`config.mk`:
```
export PLATFORM = sky130hd
export DESIGN_NAME = lkfr_ctrl
export DESIGN_NICKNAME = d
export VERILOG_FILES = /design/src/sv/lkfr_pkg.sv /design/src/sv/lkfr_ctrl.sv
export SDC_FILE = /design/constraint.sdc
export NUM_CORES = 1
export LEC_CHECK = 0
export ABC_AREA = 1
export BUFFER_PORTS_ARGS = -buffer_cell sky130_fd_sc_hd__buf_2
export CELL_PAD_IN_SITES_DETAIL_PLACEMENT = 1
export CELL_PAD_IN_SITES_GLOBAL_PLACEMENT = 1
export CORE_MARGIN = 2
export CORE_UTILIZATION = 36
export CTS_BUF_LIST = sky130_fd_sc_hd__clkbuf_4 sky130_fd_sc_hd__clkbuf_8
export CTS_CLUSTER_SIZE = 25
export DETAILED_ROUTE_END_ITERATION = 12
export PLACE_DENSITY_LB_ADDON = 0.1
export SLEW_MARGIN = 20
export SYNTH_ARGS = -nofsm -noshare
export SYNTH_HDL_FRONTEND = slang
export SYNTH_SLANG_ARGS = --single-unit
```
`constraint.sdc`:
```
create_clock -name clk -period 2.8 [get_ports clk]
set_input_delay 0.42 -clock clk [delete_from_list [all_inputs] [get_ports clk]]
set_output_delay 0.42 -clock clk [all_outputs]
set_load 0.02 [all_outputs]
```
`src/sv/lkfr_pkg.sv`:
```
// ---------------------------------------------------------------------------
// lkfr_pkg
// shared types, codes and defaults of the lru-k frame replacer
// ---------------------------------------------------------------------------
package lkfr_pkg;

  localparam int FRAMES_DEF     = 64;
  localparam int MAX_K_DEF      = 4;
  localparam int STAMP_BITS_DEF = 32;

  localparam int IDX_W      = 6;
  localparam int COUNT_W    = 7;
  localparam int DEPTH_W    = 3;
  localparam logic [DEPTH_W-1:0] DEPTH_RESET = 3'd2;

  typedef enum logic [1:0] {
    CMD_ACCESS     = 2'd0,
    CMD_SET_EVICT  = 2'd1,
    CMD_REMOVE     = 2'd2,
    CMD_EVICT      = 2'd3
  } cmd_e;

  typedef enum logic [1:0] {
    ST_OK     = 2'd0,
    ST_EMPTY  = 2'd1,
    ST_RANGE  = 2'd2,
    ST_PINNED = 2'd3
  } status_e;

  typedef struct packed {
    cmd_e              command;
    logic [IDX_W-1:0]  frame_index;
    logic              mark_evictable;
  } in_item_t;

  typedef struct packed {
    status_e             status;
    logic [IDX_W-1:0]    victim_frame;
    logic [COUNT_W-1:0]  evictable_count;
  } out_item_t;

  // controller to datapath
  typedef struct packed {
    logic capture;
    logic flag_op;
    logic meta_read;
    logic acc_write;
    logic scan_issue;
    logic commit;
    logic out_load;
  } ctl_cmd_t;

  // datapath to controller
  typedef struct packed {
    cmd_e command;
    logic idx_ok;
    logic scan_last;
    logic pipe_busy;
    logic out_free;
  } dp_stat_t;

endpackage

```
`src/sv/lkfr_ctrl.sv`:
```
// ---------------------------------------------------------------------------
// lkfr_ctrl
// command sequencer: decode, access update, evict scan and result hand-off
// ---------------------------------------------------------------------------
module lkfr_ctrl (
  input  logic               clk,
  input  logic               rst,
  input  logic               in_valid,
  output logic               in_stall,
  input  lkfr_pkg::dp_stat_t stat,
  output lkfr_pkg::ctl_cmd_t ctl
);
  import lkfr_pkg::*;

  typedef enum logic [6:0] {
    S_IDLE   = 7'b0000001,
    S_DECODE = 7'b0000010,
    S_ACC_WR = 7'b0000100,
    S_SCAN   = 7'b0001000,
    S_DRAIN  = 7'b0010000,
    S_COMMIT = 7'b0100000,
    S_RESULT = 7'b1000000
  } state_t;

  state_t state, state_next;

  assign in_stall = (state != S_IDLE);

  // next state and commands
  always_comb begin
    state_next = state;
    ctl        = '0;
    unique case (state)
      S_IDLE: begin
        if (in_valid) begin
          ctl.capture = 1'b1;
          state_next  = S_DECODE;
        end
      end
      S_DECODE: begin
        if (stat.command == CMD_EVICT) begin
          state_next = S_SCAN;
        end else if (stat.command == CMD_ACCESS && stat.idx_ok) begin
          ctl.meta_read = 1'b1;
          state_next    = S_ACC_WR;
        end else begin
          ctl.flag_op = 1'b1;
          state_next  = S_RESULT;
        end
      end
      S_ACC_WR: begin
        ctl.acc_write = 1'b1;
        state_next    = S_RESULT;
      end
      S_SCAN: begin
        ctl.scan_issue = 1'b1;
        if (stat.scan_last) state_next = S_DRAIN;
      end
      S_DRAIN: begin
        if (!stat.pipe_busy) state_next = S_COMMIT;
      end
      S_COMMIT: begin
        ctl.commit = 1'b1;
        state_next = S_RESULT;
      end
      S_RESULT: begin
        if (stat.out_free) begin
          ctl.out_load = 1'b1;
          state_next   = S_IDLE;
        end
      end
      default: state_next = S_IDLE;
    endcase
  end

  // state register
  always_ff @(posedge clk) begin
    if (rst) state <= S_IDLE;
    else     state <= state_next;
  end

endmodule

```
Word level (Yosys, flattened, before mapping). Cells that the tools add are included. W data, S select, Z words.

Eq/ne operators: 13. Mux-type cells: 18. Reductions and logical operators: 4.

Operators by type and width (count): $mux W7 (6); $pmux W7 S6 (1); $mux W1 (9); $ne A2 B2 Y1 const B (4); $eq A7 B1 Y1 const B (1); $eq A7 B2 Y1 const B (1); $eq A7 B3 Y1 const B (1); $eq A7 B4 Y1 const B (1); $eq A7 B5 Y1 const B (1); $eq A7 B6 Y1 const B (1); $eq A7 B7 Y1 const B (1); $ne A7 B1 Y1 const B (1); $mux W2 (2); $reduce_and A4 Y1 (1); $eq A2 B2 Y1 const B (1); $logic_not A2 Y1 (1); $reduce_or A2 Y1 (1); $logic_and A1 B1 Y1 (1).

Register bits: 7. Bits of input ports: 9. Output and inout bits: 8. Word-level logic and storage cells: 36.

Depth between registers and ports, before layout.
Word-level depth: 5. Gate-level depth with buffers: 9.

Least setup slack after synthesis. OpenSTA, ideal clock, no wires.

Kind: register -> output. Start point: reg state[3]. End point: out ctl[6] in the netlist's numbering. Data arrival time: 1.118 ns. Slack: 1.262 ns. Cell stages (with the launch flop): 6. Path through: dfxtp_1 > inv_2 > nand2_2 > nor2_1 > nand2_1 > nor2_1.

RTL lines: start, declared (line lkfr_ctrl.sv:25) `state_t state, state_next;`; start signal, assigned (line lkfr_ctrl.sv:79) `else state <= state_next;`; end, declared (line lkfr_ctrl.sv:11) `output lkfr_pkg::ctl_cmd_t ctl`.

==> reports/summary.txt <==
status: complete, no violations
clock tree buffer depth: 2
fin crit period: 1.80 ns
max reg flops: 7
Fill cells: 193
synthesis-stage register bit count: 7
total setup buffers inserted after CTS: 0
Routed Antenna Nets: 0
Clock Latency Late Sink: 0.25 ns
Max-cap violations: 0
Die Y: 41.8 um
Period Utilization, post-route: 0.642
Starting Density: 0.390
CP delay by family, top: simple AND/OR/NAND/NOR gates
vias in the first global route: 589
cts repair resizes: 0
via count: 591
synthesized area per cell: 6.12 um2
crit path DAT: 1.38 ns
Worst-path clk slew: 0.05 ns
1st-pass router iterations: 2
Lkg Pwr: 0.000361 uW
dpl hpwl: 1270 um
CP max-delay cell: dfxtp_1
Crit Path Category: register to output port
Overall Global Routing Usage: 0.194
footprint of the multi-input gates: 310 um2
Syn Nets: 93
post-route non-filler standard cell count: 119
Worst Hold Class: input port to register
worst-path cell chain: inv_2 > nand2_2 > nor2_4 > nand2_1 > clkinv_1 > nand3_1 > inv_1 > buf_2
layout cells sized above 1: 0.404
largest net degree at the start of global routing: 7
worst slew pin tran: 0.273 ns
Final setup viols: 0
first-pass GRT wire length: 2540 um
YS warnings: 0
antenna cells: 0
P&R area growth vs syn: 25.1%
distinct cell type count after synthesis: 17
setup ws final: 1.00 ns
Max FO, Critical Path: 5
Pwr Density: 853 nW/um2
H-tree depth: 1
Buf/Inv on CP: 4
Most flops, register: state
Peak VDD IR: 0.322 mV
RSZ-0062 raised after global routing: no
setup_tns: 0 ns
ranking of synthesized cells by area: dfxtp_1, nor2_1, nand2_1
Die X: 41.8 um
Max-slew headroom: 0.817
final hold violation count: 0
die area: 1750 um2
final total power: 549 uW
CTS Root Cell: clkbuf_4
Worst Skew: 0.00159 ns
Seq/Total Area, Yosys: 0.273
CP required: 2.38 ns
Critical Path Source Type: register
vias per cell: 4.97
Reg area: 140 um2
Cells after Synth: 84
antenna violations before repair: 0
Yosys top cell area share: 0.273
Layout Utilization: 0.488
Max Clk Rate: 557 MHz
GPL Wtd Cong: 0.790
final wirelength: 1450 um
Crit. End Element: output port
CTS Buf Count: 3
nets: 114
top cell type by total area after synthesis: dfxtp_1
worst slack, placed: 1.26 ns
# hold bufs at CTS: 0
placed insts: 115
drt wl/cell: 12.2 um
Clock Sinks: 7
Core Region: 1320 um2
DRT iter0 DRCs: 4
Top Registers: state: 7 flops
boundary pin count: 17
DRC Markers: 0
IO Port Bufs: 16
max-slew violation count: 0
num rows: 13
post-synth design cell area: 514 um2
total grt overflow: 0
slowest stage delay, CP: 0.34 ns
CTS tree: built
[cells in the mapped netlist]
library cell / number
o21ai_1: 2
nand4_1: 1
nand2_4: 1
dfxtp_1: 7
inv_1: 8
nand2_2: 5
clkinv_1: 1
nand3_2: 3
nand3_1: 7
nor2_1: 16
nor2_4: 1
inv_2: 8
nand2_1: 14
nor2_2: 2
o21ai_0: 1
nor3_2: 2
nor3_1: 5
[layer usage]
layer	up-vias	part of all wire	GRT usage
li1	299	-	-
met1	277	0.43	0.211
met2	13	0.51	0.338
met3	2	0.046	0.0696
met4	0	0.012	0.0774
met5	-	0	0
[cell usage in the layout (no fill, tap or decap), drive strengths merged]
cell / count
clkinv: 1
nor3: 7
dfxtp: 7
nand2: 20
inv: 16
nand3: 10
nor2: 19
nand4: 1
clkbuf: 4
o21ai: 3
buf: 16
[cell type report]
cell class | count | area share
clock buffers | 4 | 0.0467
repair buffers | 16 | 0.125
well taps | 15 | 0.0292
flip-flops and latches | 7 | 0.218
multi-input cells | 60 | 0.482
inverters | 17 | 0.0992
[report_power, final]
part	internal, uW	switching [uW]	leakage [uW]
registers	122	20.8	0.0000571
clock network	64.2	39.5	0.0000184
logic	94.9	208	0.000286
[kinds of logic after synthesis]
logic type      Yosys count  synth area share
simple gates             57             0.574
buf+inv                  17             0.124
flops                     7             0.272
compound gates            3            0.0292
[through the flow]
step	area [um2]	hold WS [ns]
after floorplan	514	0.497
after global placement	613	0.568
after detailed placement	613	0.579
after CTS	643	0.349
after global routing	643	0.353
final	643	0.352
[path summary, 6_finish.rpt]
kind            start        to  slack [ns]  depth (start not counted)
max          state[4]    ctl[5]        1.00                          8
min               rst  state[1]        0.35                          2
max reg2reg  state[6]  state[0]        1.47                          7
min reg2reg  state[3]  state[3]        0.61                          4
(Power assumes the default switching activity.)
